--- src/rtl/core/sces_pkg.sv ---
package sces_pkg;

  // Character codes that steer the scan
  localparam logic [7:0] CH_QUOTE  = 8'h27;
  localparam logic [7:0] CH_BSLASH = 8'h5C;
  localparam logic [7:0] CH_N      = 8'h6E;
  localparam logic [7:0] CH_T      = 8'h74;
  localparam logic [7:0] CH_HASH   = 8'h23;
  localparam logic [7:0] CH_LF     = 8'h0A;
  localparam logic [7:0] CH_TAB    = 8'h09;

  // Scan modes; codes 5 to 7 never arise and act as normal copy
  typedef enum logic [2:0] {
    MODE_NORMAL = 3'd0,
    MODE_ESCAPE = 3'd1,
    MODE_HASH   = 3'd2,
    MODE_LINE   = 3'd3,
    MODE_BLOCK  = 3'd4
  } scan_mode_t;

endpackage

--- src/rtl/core/sces_if.sv ---
// Raw byte channel
interface sces_in_if;
  logic       valid;
  logic       ready;
  logic [7:0] text_byte;
  logic       last_byte;

  modport source (output valid, output text_byte, output last_byte, input ready);
  modport sink   (input valid, input text_byte, input last_byte, output ready);
endinterface

// Cleaned byte channel
interface sces_out_if;
  logic       valid;
  logic       ready;
  logic       has_byte;
  logic [7:0] out_byte;
  logic       end_of_text;

  modport source (output valid, output has_byte, output out_byte, output end_of_text,
                  input ready);
  modport sink   (input valid, input has_byte, input out_byte, input end_of_text,
                  output ready);
endinterface

--- src/rtl/core/sces_in_reg.sv ---
module sces_in_reg (
  input logic       clk,
  input logic       rst,
  sces_in_if.sink   up,
  sces_in_if.source dn
);

  logic       vld;
  logic [7:0] text_byte;
  logic       last_byte;

  // Take a new beat when empty or when the held beat moves on
  assign up.ready = !vld || dn.ready;

  always_ff @(posedge clk) begin
    if (rst) begin
      vld <= 1'b0;
    end else if (up.ready) begin
      vld <= up.valid;
    end
  end

  // Hold the payload while stalled
  always_ff @(posedge clk) begin
    if (up.valid && up.ready) begin
      text_byte <= up.text_byte;
      last_byte <= up.last_byte;
    end
  end

  assign dn.valid     = vld;
  assign dn.text_byte = text_byte;
  assign dn.last_byte = last_byte;

endmodule

--- src/rtl/core/sces_scan.sv ---
module sces_scan (
  input logic        clk,
  input logic        rst,
  sces_in_if.sink    up,
  sces_out_if.source dn
);

  sces_pkg::scan_mode_t scan_mode, scan_mode_next;
  logic                 quote_open, quote_open_next;
  logic                 prev_was_hash, prev_was_hash_next;

  logic       out_vld;
  logic       has_byte, has_byte_next;
  logic [7:0] out_byte, out_byte_next;
  logic       end_of_text;
  logic       adv;
  logic [7:0] b;
  logic       last;

  assign b    = up.text_byte;
  assign last = up.last_byte;

  // Result register is free when empty or being drained
  assign up.ready = !out_vld || dn.ready;
  assign adv      = up.valid && up.ready;

  // Decode one byte against the current mode
  always_comb begin
    scan_mode_next     = sces_pkg::MODE_NORMAL;
    quote_open_next    = quote_open;
    prev_was_hash_next = prev_was_hash;
    has_byte_next      = 1'b0;
    out_byte_next      = 8'h00;
    unique case (scan_mode)
      sces_pkg::MODE_ESCAPE: begin
        if (b == sces_pkg::CH_N) begin
          has_byte_next = 1'b1;
          out_byte_next = sces_pkg::CH_LF;
        end else if (b == sces_pkg::CH_T) begin
          has_byte_next = 1'b1;
          out_byte_next = sces_pkg::CH_TAB;
        end
      end
      sces_pkg::MODE_HASH: begin
        if (b == sces_pkg::CH_HASH) begin
          scan_mode_next     = sces_pkg::MODE_BLOCK;
          prev_was_hash_next = 1'b1;
        end else if (b != sces_pkg::CH_LF) begin
          scan_mode_next = sces_pkg::MODE_LINE;
        end
      end
      sces_pkg::MODE_LINE: begin
        if (b != sces_pkg::CH_LF) begin
          scan_mode_next = sces_pkg::MODE_LINE;
        end
      end
      sces_pkg::MODE_BLOCK: begin
        if (b == sces_pkg::CH_HASH && prev_was_hash) begin
          prev_was_hash_next = 1'b0;
        end else begin
          scan_mode_next     = sces_pkg::MODE_BLOCK;
          prev_was_hash_next = (b == sces_pkg::CH_HASH);
        end
      end
      default: begin
        if (b == sces_pkg::CH_QUOTE) begin
          quote_open_next = !quote_open;
        end
        if (b == sces_pkg::CH_BSLASH && !last) begin
          scan_mode_next = sces_pkg::MODE_ESCAPE;
        end else if (b == sces_pkg::CH_HASH && !quote_open_next) begin
          if (!last) begin
            scan_mode_next = sces_pkg::MODE_HASH;
          end
        end else begin
          has_byte_next = 1'b1;
          out_byte_next = b;
        end
      end
    endcase
    // Drop all scan state at the end of the text
    if (last) begin
      scan_mode_next     = sces_pkg::MODE_NORMAL;
      quote_open_next    = 1'b0;
      prev_was_hash_next = 1'b0;
    end
  end

  // Advance scan state on each accepted beat
  always_ff @(posedge clk) begin
    if (rst) begin
      scan_mode     <= sces_pkg::MODE_NORMAL;
      quote_open    <= 1'b0;
      prev_was_hash <= 1'b0;
    end else if (adv) begin
      scan_mode     <= scan_mode_next;
      quote_open    <= quote_open_next;
      prev_was_hash <= prev_was_hash_next;
    end
  end

  always_ff @(posedge clk) begin
    if (rst) begin
      out_vld <= 1'b0;
    end else if (up.ready) begin
      out_vld <= up.valid;
    end
  end

  // Load the result register
  always_ff @(posedge clk) begin
    if (adv) begin
      has_byte    <= has_byte_next;
      out_byte    <= out_byte_next;
      end_of_text <= last;
    end
  end

  assign dn.valid       = out_vld;
  assign dn.has_byte    = has_byte;
  assign dn.out_byte    = out_byte;
  assign dn.end_of_text = end_of_text;

endmodule

--- src/rtl/core/script_comment_escape_stripper.sv ---
// An accepted input beat passes the input register, then the result register.
// Throughput: one byte per cycle while the output is not stalled; one result beat for every input beat.
// The scan state lives in registers (mode, quote, hash) updated as a byte enters the
// result register, so back-to-back bytes need no bubble.
// Reset (rst, synchronous): both pipeline stages empty, scan in normal copy
// mode outside quotes.
module script_comment_escape_stripper (
  input logic        clk,
  input logic        rst,
  sces_in_if.sink    text_in,
  sces_out_if.source text_out
);

  sces_in_if held ();

  sces_in_reg u_in_reg (
    .clk (clk),
    .rst (rst),
    .up  (text_in),
    .dn  (held.source)
  );

  sces_scan u_scan (
    .clk (clk),
    .rst (rst),
    .up  (held.sink),
    .dn  (text_out)
  );

  // An empty result carries a zero byte
  a_empty_zero: assert property (@(posedge clk) disable iff (rst)
    text_out.valid && !text_out.has_byte |-> text_out.out_byte == 8'h00)
    else $error("empty result carries a nonzero byte");

  // A backslash only passes through as the final byte
  a_bslash_last: assert property (@(posedge clk) disable iff (rst)
    text_out.valid && text_out.has_byte && text_out.out_byte == sces_pkg::CH_BSLASH
    |-> text_out.end_of_text)
    else $error("backslash emitted before end of text");

  // Input stalls only behind a held result
  a_stall_cause: assert property (@(posedge clk) disable iff (rst)
    !text_in.ready |-> text_out.valid && !text_out.ready)
    else $error("input stalled with result side free");

  // Nothing comes out right after reset
  a_reset_empty: assert property (@(posedge clk) rst |=> !text_out.valid)
    else $error("result valid after reset");

endmodule

--- src/flat_wrapper.sv ---
// flat-port wrapper written by rule: the top's interface ports become plain ports
module script_comment_escape_stripper_flat 
  (clk, rst, text_in_valid, text_in_text_byte, text_in_last_byte, text_in_ready, text_out_valid, text_out_has_byte, text_out_out_byte, text_out_end_of_text, text_out_ready);
  sces_in_if text_in_i ();
  sces_out_if text_out_i ();
  input logic clk;
  input logic rst;
  input wire logic [$bits(text_in_i.valid)-1:0] text_in_valid;
  input wire logic [$bits(text_in_i.text_byte)-1:0] text_in_text_byte;
  input wire logic [$bits(text_in_i.last_byte)-1:0] text_in_last_byte;
  output wire logic [$bits(text_in_i.ready)-1:0] text_in_ready;
  output wire logic [$bits(text_out_i.valid)-1:0] text_out_valid;
  output wire logic [$bits(text_out_i.has_byte)-1:0] text_out_has_byte;
  output wire logic [$bits(text_out_i.out_byte)-1:0] text_out_out_byte;
  output wire logic [$bits(text_out_i.end_of_text)-1:0] text_out_end_of_text;
  input wire logic [$bits(text_out_i.ready)-1:0] text_out_ready;
  assign text_in_i.valid = text_in_valid;
  assign text_in_i.text_byte = text_in_text_byte;
  assign text_in_i.last_byte = text_in_last_byte;
  assign text_in_ready = text_in_i.ready;
  assign text_out_valid = text_out_i.valid;
  assign text_out_has_byte = text_out_i.has_byte;
  assign text_out_out_byte = text_out_i.out_byte;
  assign text_out_end_of_text = text_out_i.end_of_text;
  assign text_out_i.ready = text_out_ready;
  script_comment_escape_stripper u_core (.clk(clk), .rst(rst), .text_in(text_in_i), .text_out(text_out_i));
endmodule
--- config.mk ---
export PLATFORM = sky130hd
export DESIGN_NAME = script_comment_escape_stripper_flat
export DESIGN_NICKNAME = d
export VERILOG_FILES = /design/src/rtl/core/sces_pkg.sv /design/src/rtl/core/sces_if.sv /design/src/rtl/core/sces_in_reg.sv /design/src/rtl/core/sces_scan.sv /design/src/rtl/core/script_comment_escape_stripper.sv /design/src/flat_wrapper.sv
export SDC_FILE = /design/constraint.sdc
export NUM_CORES = 1
export LEC_CHECK = 0
export BUFFER_PORTS_ARGS = -buffer_cell sky130_fd_sc_hd__buf_2
export CORE_MARGIN = 4
export CORE_UTILIZATION = 40
export DETAILED_ROUTE_END_ITERATION = 6
export GPL_ROUTABILITY_DRIVEN = 0
export SYNTH_ARGS = -nofsm -noshare
export SYNTH_HDL_FRONTEND = slang
export SYNTH_SLANG_ARGS = --single-unit
export TNS_END_PERCENT = 5
--- constraint.sdc ---
create_clock -name clk -period 4.39 [get_ports clk]
set_clock_uncertainty 0.2 [all_clocks]
set_input_delay 0 -clock clk [delete_from_list [all_inputs] [get_ports clk]]
set_output_delay 0 -clock clk [all_outputs]
set_load 0.02 [all_outputs]
; ---- After elaboration in Yosys (flattened, before gate mapping)
; Index checks and enable logic that the tools add are counted.
[totals]
regBits = 26
input_bits = 13
out_inout_bits = 12
elab_cells = 64
[op_classes]
n_eq_ne = 12
mux = 25
reduce_logical = 17
[ops]
columns = op, n
row1 = "8-bit by 7-bit equality test with 1-bit output, second input constant", 3
row2 = "8-bit by 6-bit equality test with 1-bit output, second input constant", 2
row3 = 8-bit 2-to-1 mux, 2
row4 = 8-bit case mux with 2 select lines, 1
row5 = 3-bit case mux with 4 select lines, 1
row6 = 1-bit 2-to-1 mux, 11
row7 = 3-bit 2-to-1 mux, 3
row8 = 4-bit 2-to-1 mux, 2
row9 = "8-bit by 4-bit != test with 1-bit output, second input constant", 1
row10 = "3-bit by 2-bit equality test with 1-bit output, second input constant", 2
row11 = 2-bit 2-to-1 mux, 3
row12 = 1-bit logical AND, 5
row13 = 1-bit zero test, 5
row14 = 1-bit case mux with 2 select lines, 2
row15 = 4-bit OR reduction, 1
row16 = "3-bit by 1-bit equality test with 1-bit output, second input constant", 1
row17 = "3-bit equality test, second input constant", 1
row18 = "3-bit by 2-bit != test with 1-bit output, second input constant", 1
row19 = 3-bit AND reduction, 1
row20 = 3-bit nonzero test, 1
row21 = 3-bit OR reduction, 1
row22 = 1-bit logical OR, 2
row23 = "2-bit by 1-bit != test with 1-bit output, second input constant", 1
row24 = 2-bit AND reduction, 1

; ---- Logic depth before layout (Yosys ltp)
[logic_depth]
depth_word = 9
mapped_depth = 5

; ---- Hierarchy
; From an unflattened synthesis, not the netlist that was laid out.
[hier_totals]
cells_unflattened = 104
area_unflattened_um2 = 1239.9
[modules_own_cells]
columns = mod, n_inst, cells_per_inst, area_per_inst_um2, seq_area_each_um2
row1 = sces_scan, 1, 90, 914.6, 420.4
row2 = sces_in_reg, 1, 14, 325.3, 290.3

; ---- Worst setup path after synthesis
; OpenSTA, ideal clock, no wires.
[synth_timing]
path_kind = reg2reg
start = register u_core.u_in_reg.text_byte[2] (netlist: u_core.u_in_reg.dn.text_byte[2])
end = register u_core.u_scan.out_byte[0] (netlist: u_core.u_scan.dn.out_byte[0]) (data pin)
t_arrival_ns = 1.476
path_slack_ns = 2.460
path_stages_with_launch = 5
path_buffers = 0
path_cell_list = edfxtp_1 > or4b_4 > nor3_4 > nor3_1 > a21o_1
[synth_between]
elab_chain_cells = 8
elab_cells_between_ends = 15
[synth_rtl]
columns = item, line
row1 = start: declaration, sces_in_reg.sv:9  ; logic [7:0] text_byte;
row2 = start signal: assignment, sces_in_reg.sv:26  ; text_byte <= up.text_byte;
row3 = 8-bit by 6-bit equality test with 1-bit output, sces_scan.sv:66  ; if (b == sces_pkg::CH_QUOTE) begin
row4 = 1-bit 2-to-1 mux, sces_scan.sv:66
row5 = 1-bit 2-to-1 mux, sces_scan.sv:34  ; unique case (scan_mode)
row6 = 1-bit zero test, sces_scan.sv:71  ; end else if (b == sces_pkg::CH_HASH && !quote_open_next) begin
row7 = 1-bit logical AND, sces_scan.sv:71
row8 = 8-bit 2-to-1 mux, sces_scan.sv:71
row9 = 8-bit 2-to-1 mux, sces_scan.sv:69  ; if (b == sces_pkg::CH_BSLASH && !last) begin
row10 = 8-bit case mux with 2 select lines *, sces_scan.sv:34
row11 = net u_core.u_scan.out_byte_next[0], sces_scan.sv:14  ; logic [7:0] out_byte, out_byte_next;
row12 = end signal: assignment, sces_scan.sv:114  ; out_byte <= out_byte_next;
row13 = end: declaration, sces_scan.sv:14
; The timed path passes the listed nets; every way through them passes the cells marked *. The select of a mux whose other input is x is not followed.
; A chain may end at the register's enable or synchronous reset.

; ---- Worst setup path in the final report
[layout_timing]
start = register u_core.u_scan.out_vld (netlist: u_core.u_scan.dn.valid)
end = register u_core.u_in_reg.vld (netlist: u_core.u_in_reg.dn.valid)
[layout_between]
elab_chain_cells = 3
[layout_rtl]
columns = item, line
row1 = start: declaration, sces_scan.sv:12  ; logic out_vld;
row2 = start signal: assignment, sces_scan.sv:106  ; out_vld <= up.valid;
row3 = 1-bit zero test, sces_scan.sv:24  ; assign up.ready = !out_vld || dn.ready;
row4 = 1-bit logical OR, sces_scan.sv:24
row5 = 1-bit logical OR, sces_in_reg.sv:13  ; assign up.ready = !vld || dn.ready;
row6 = end signal: assignment, sces_in_reg.sv:19  ; vld <= up.valid;
row7 = end: declaration, sces_in_reg.sv:8  ; logic vld;
; Every way passes these cells.

==> impl_metrics.tcl <==
set metrics [dict create \
    grt_pass1_wl_mm 3.919 \
    areaGrowthSynthToFinish_pct 26.77 \
    synth_commonest_cells "19 x edfxtp_1, 9 x nor2_1, 8 x nand2_1, 7 x dfxtp_1" \
    die_x_um 62.80 \
    gr-max-usage-layer "met2" \
    p_comb_frac 0.108 \
    start_util 0.4282 \
    clk_pin_slew_ns 0.13 \
    yosysUniqueCellTypes 37 \
    p_per_area_mw_per_mm2 281.4 \
    antenna_found_initial 0 \
    grt_use_met1 0.1502 \
    worstSetupStartpointType "register" \
    io_buffer_count 24 \
    drtAntennaViolNets 0 \
    grtUsageMet3 0.02338 \
    synth_edf_count 19 \
    place_hpwl_mm 1.663 \
    fillers 249 \
    wirelength_mm 2.253 \
    cts.path.max_buffers 2 \
    required_ns 4.46 \
    crit_path_end_kind "register" \
    ys_seq_area_frac 0.5917 \
    slew_violations 0 \
    num_vias 907 \
    layout-drive-gt1-share 0.2609 \
    drc 0 \
    num-nets-final 152 \
    clk-insertion-delay-late_ns 0.31 \
    hold_class "primary input to register" \
    switchingPower_uw 96.98 \
    grt_overflow 0 \
    drtIter0Drc 31 \
    max_slew_margin 0.6227 \
    synth_top_area_cell "edfxtp_1" \
    ys.flop_type "edfxtp_1" \
    switching_share 0.2263 \
    pwr-share-seq 0.660 \
    grt_pass1_vias 904 \
    grt_usage 0.1271 \
    grt_max_degree 15 \
    clock.fmax_mhz 472.2 \
    clock-sinks 26 \
    antenna_cells 0 \
    finalCritPeriodShare 0.4824 \
    synth_top_area_frac 0.4750 \
    clock-root-buffer "clkbuf_4" \
    design_area_mm2 0.001523 \
    setup-violations-final 0 \
    htree_levels 1 \
    yosysWarnings 0 \
    p_clk_frac 0.232 \
    ir_worst_vdd_v 0.0001872 \
    cts_resized 0 \
    viasPerCell 5.367 \
    final_cell_count_no_fill 169 \
    cts_made_buffers 3 \
    coreArea_mm2 0.002805 \
    worst_pin_slew_ns 0.5517 \
    rsz0062_at_grt "no" \
    fp.dieH_um 62.80 \
    ys_seq_elements 26 \
    syn-instance-count 97 \
    wire_per_inst_um 13.33 \
    drv_cap 0 \
    min_period_ns 2.118 \
    yosysMostFrequentCell "edfxtp_1" \
    use_met2 0.2184 \
    p_leak_nw 0.5399 \
    critPathKind "register to register" \
    synth_area_mm2 0.001201 \
    cts_tree "built" \
    outcome "complete, no violations" \
    hold_violations 0 \
    utilization 0.5428 \
    fp-row-count 19 \
    worstPathArrival_ns 2.18 \
    die-area_mm2 0.003944 \
    synth.net_count 110 \
    holdWs_ns 0.1799 \
    synthTopCellsByArea "edfxtp_1 48%, dfxtp_1 12%, nor2_1 2.8%, nor3_4 2.7%, and2_1 2.6%" \
    p_int_uw 331.5 \
    placed_area_mm2 0.001356 \
    critical_path.max_fanout 3 \
    synthArstFlopShare 0 \
    placedCellCount 151 \
    syn_avg_cell_area_um2 12.38 \
    firstDrtPassIters 4 \
    io-pin-count 25 \
    final.setup.tns_ns 0 \
]
## cell type report
cell class / instances / area (um2) / area share
flip-flops and latches: 26 / 710.7 / 0.4667
multi-input cells: 65 / 467.9 / 0.3073
repair buffers: 38 / 260.3 / 0.1709
well taps: 31 / 38.79 / 0.02547
clock buffers: 3 / 22.52 / 0.01479
inverters: 5 / 18.77 / 0.01233
clock inverters: 1 / 3.754 / 0.002465
## through the flow
step / total power, mW / setup WS [ns]
global route: 0.4521 / 2.145
detailed placement: 0.3255 / 2.367
global placement: 0.3244 / 2.375
floorplan: 0.3097 / 2.460
CTS: 0.4328 / 2.276
finish: 0.4285 / 2.272
## worst max-delay path: stages (launching register included)
cell and delay (ns):
dfxtp_1 0.37, nor2b_1 0.22, a21oi_1 0.09, dlygate4sd3_1 0.55, nor2_1 0.09, dlygate4sd3_1 0.54
## metal layers
metal	up-vias	share of wire
li1	448	-
met1	426	0.43
met2	29	0.50
met3	4	0.049
met4	0	0.021
met5	-	0
## layout by cell type (no fill, tap or decap), drive strengths merged, types with 2 or more instances in the layout
cell type	count
buf	24
nand2b	4
nor3	6
clkbuf	3
a211o	2
nor4	2
dfxtp	7
dlygate4sd3	14
nor2	10
and2	5
a31oi	4
edfxtp	19
a221o	2
nand2	8
xnor2	2
nand4bb	2
inv	5
nor2b	2
## final timing paths
check,startpoint,depth (start not counted),to,slack (ns)
min reg2reg,u_core.u_scan.quote_open,2,u_core.u_scan.quote_open,0.35
max reg2reg,u_core.u_scan.dn.valid,5,u_core.u_in_reg.dn.valid,2.27
max,u_core.u_scan.dn.valid,5,u_core.u_in_reg.dn.valid,2.27
min,text_in_text_byte[4],2,u_core.u_in_reg.dn.text_byte[4],0.18
## power groups by stage
stage	combinational, mW	sequential, mW	clock [mW]
3_3_place_gp	0.0362	0.288	0
6_report	0.0461	0.283	0.0995
4_1_cts	0.0465	0.283	0.103
5_1_grt	0.0513	0.285	0.116
2_1_floorplan	0.0177	0.292	0
3_5_place_dp	0.0370	0.288	0
## sequential cells by signal, indices dropped and copies added, names as in the netlist
| register | cells |
|---|---|
| u_core.u_in_reg.dn.last_byte | 1 |
| u_core.u_in_reg.dn.text_byte | 8 |
| u_core.u_in_reg.dn.valid | 1 |
| u_core.u_scan.dn.end_of_text | 1 |
| u_core.u_scan.dn.has_byte | 1 |
| u_core.u_scan.dn.out_byte | 8 |
| u_core.u_scan.dn.valid | 1 |
| u_core.u_scan.prev_was_hash | 1 |
| u_core.u_scan.quote_open | 1 |
| u_core.u_scan.scan_mode | 3 |
## cell families (layout without fill, tap and decap cells)
kind of cell    after synthesis  count (layout)  share of synthesized area
simple gates                 46              46                     0.2583
compound gates               16              16                     0.1094
flops                        26              26                     0.5917
buf+inv                       6              47                    0.01875
xor+xnor                      3               3                    0.02188
## what timing repair did
action,in CTS,in global routing
endpoints found under the hold margin,16,0
hold buffers,14,0
buffers inserted,0,0
Note: power is estimated with default switching activity, not from simulation.
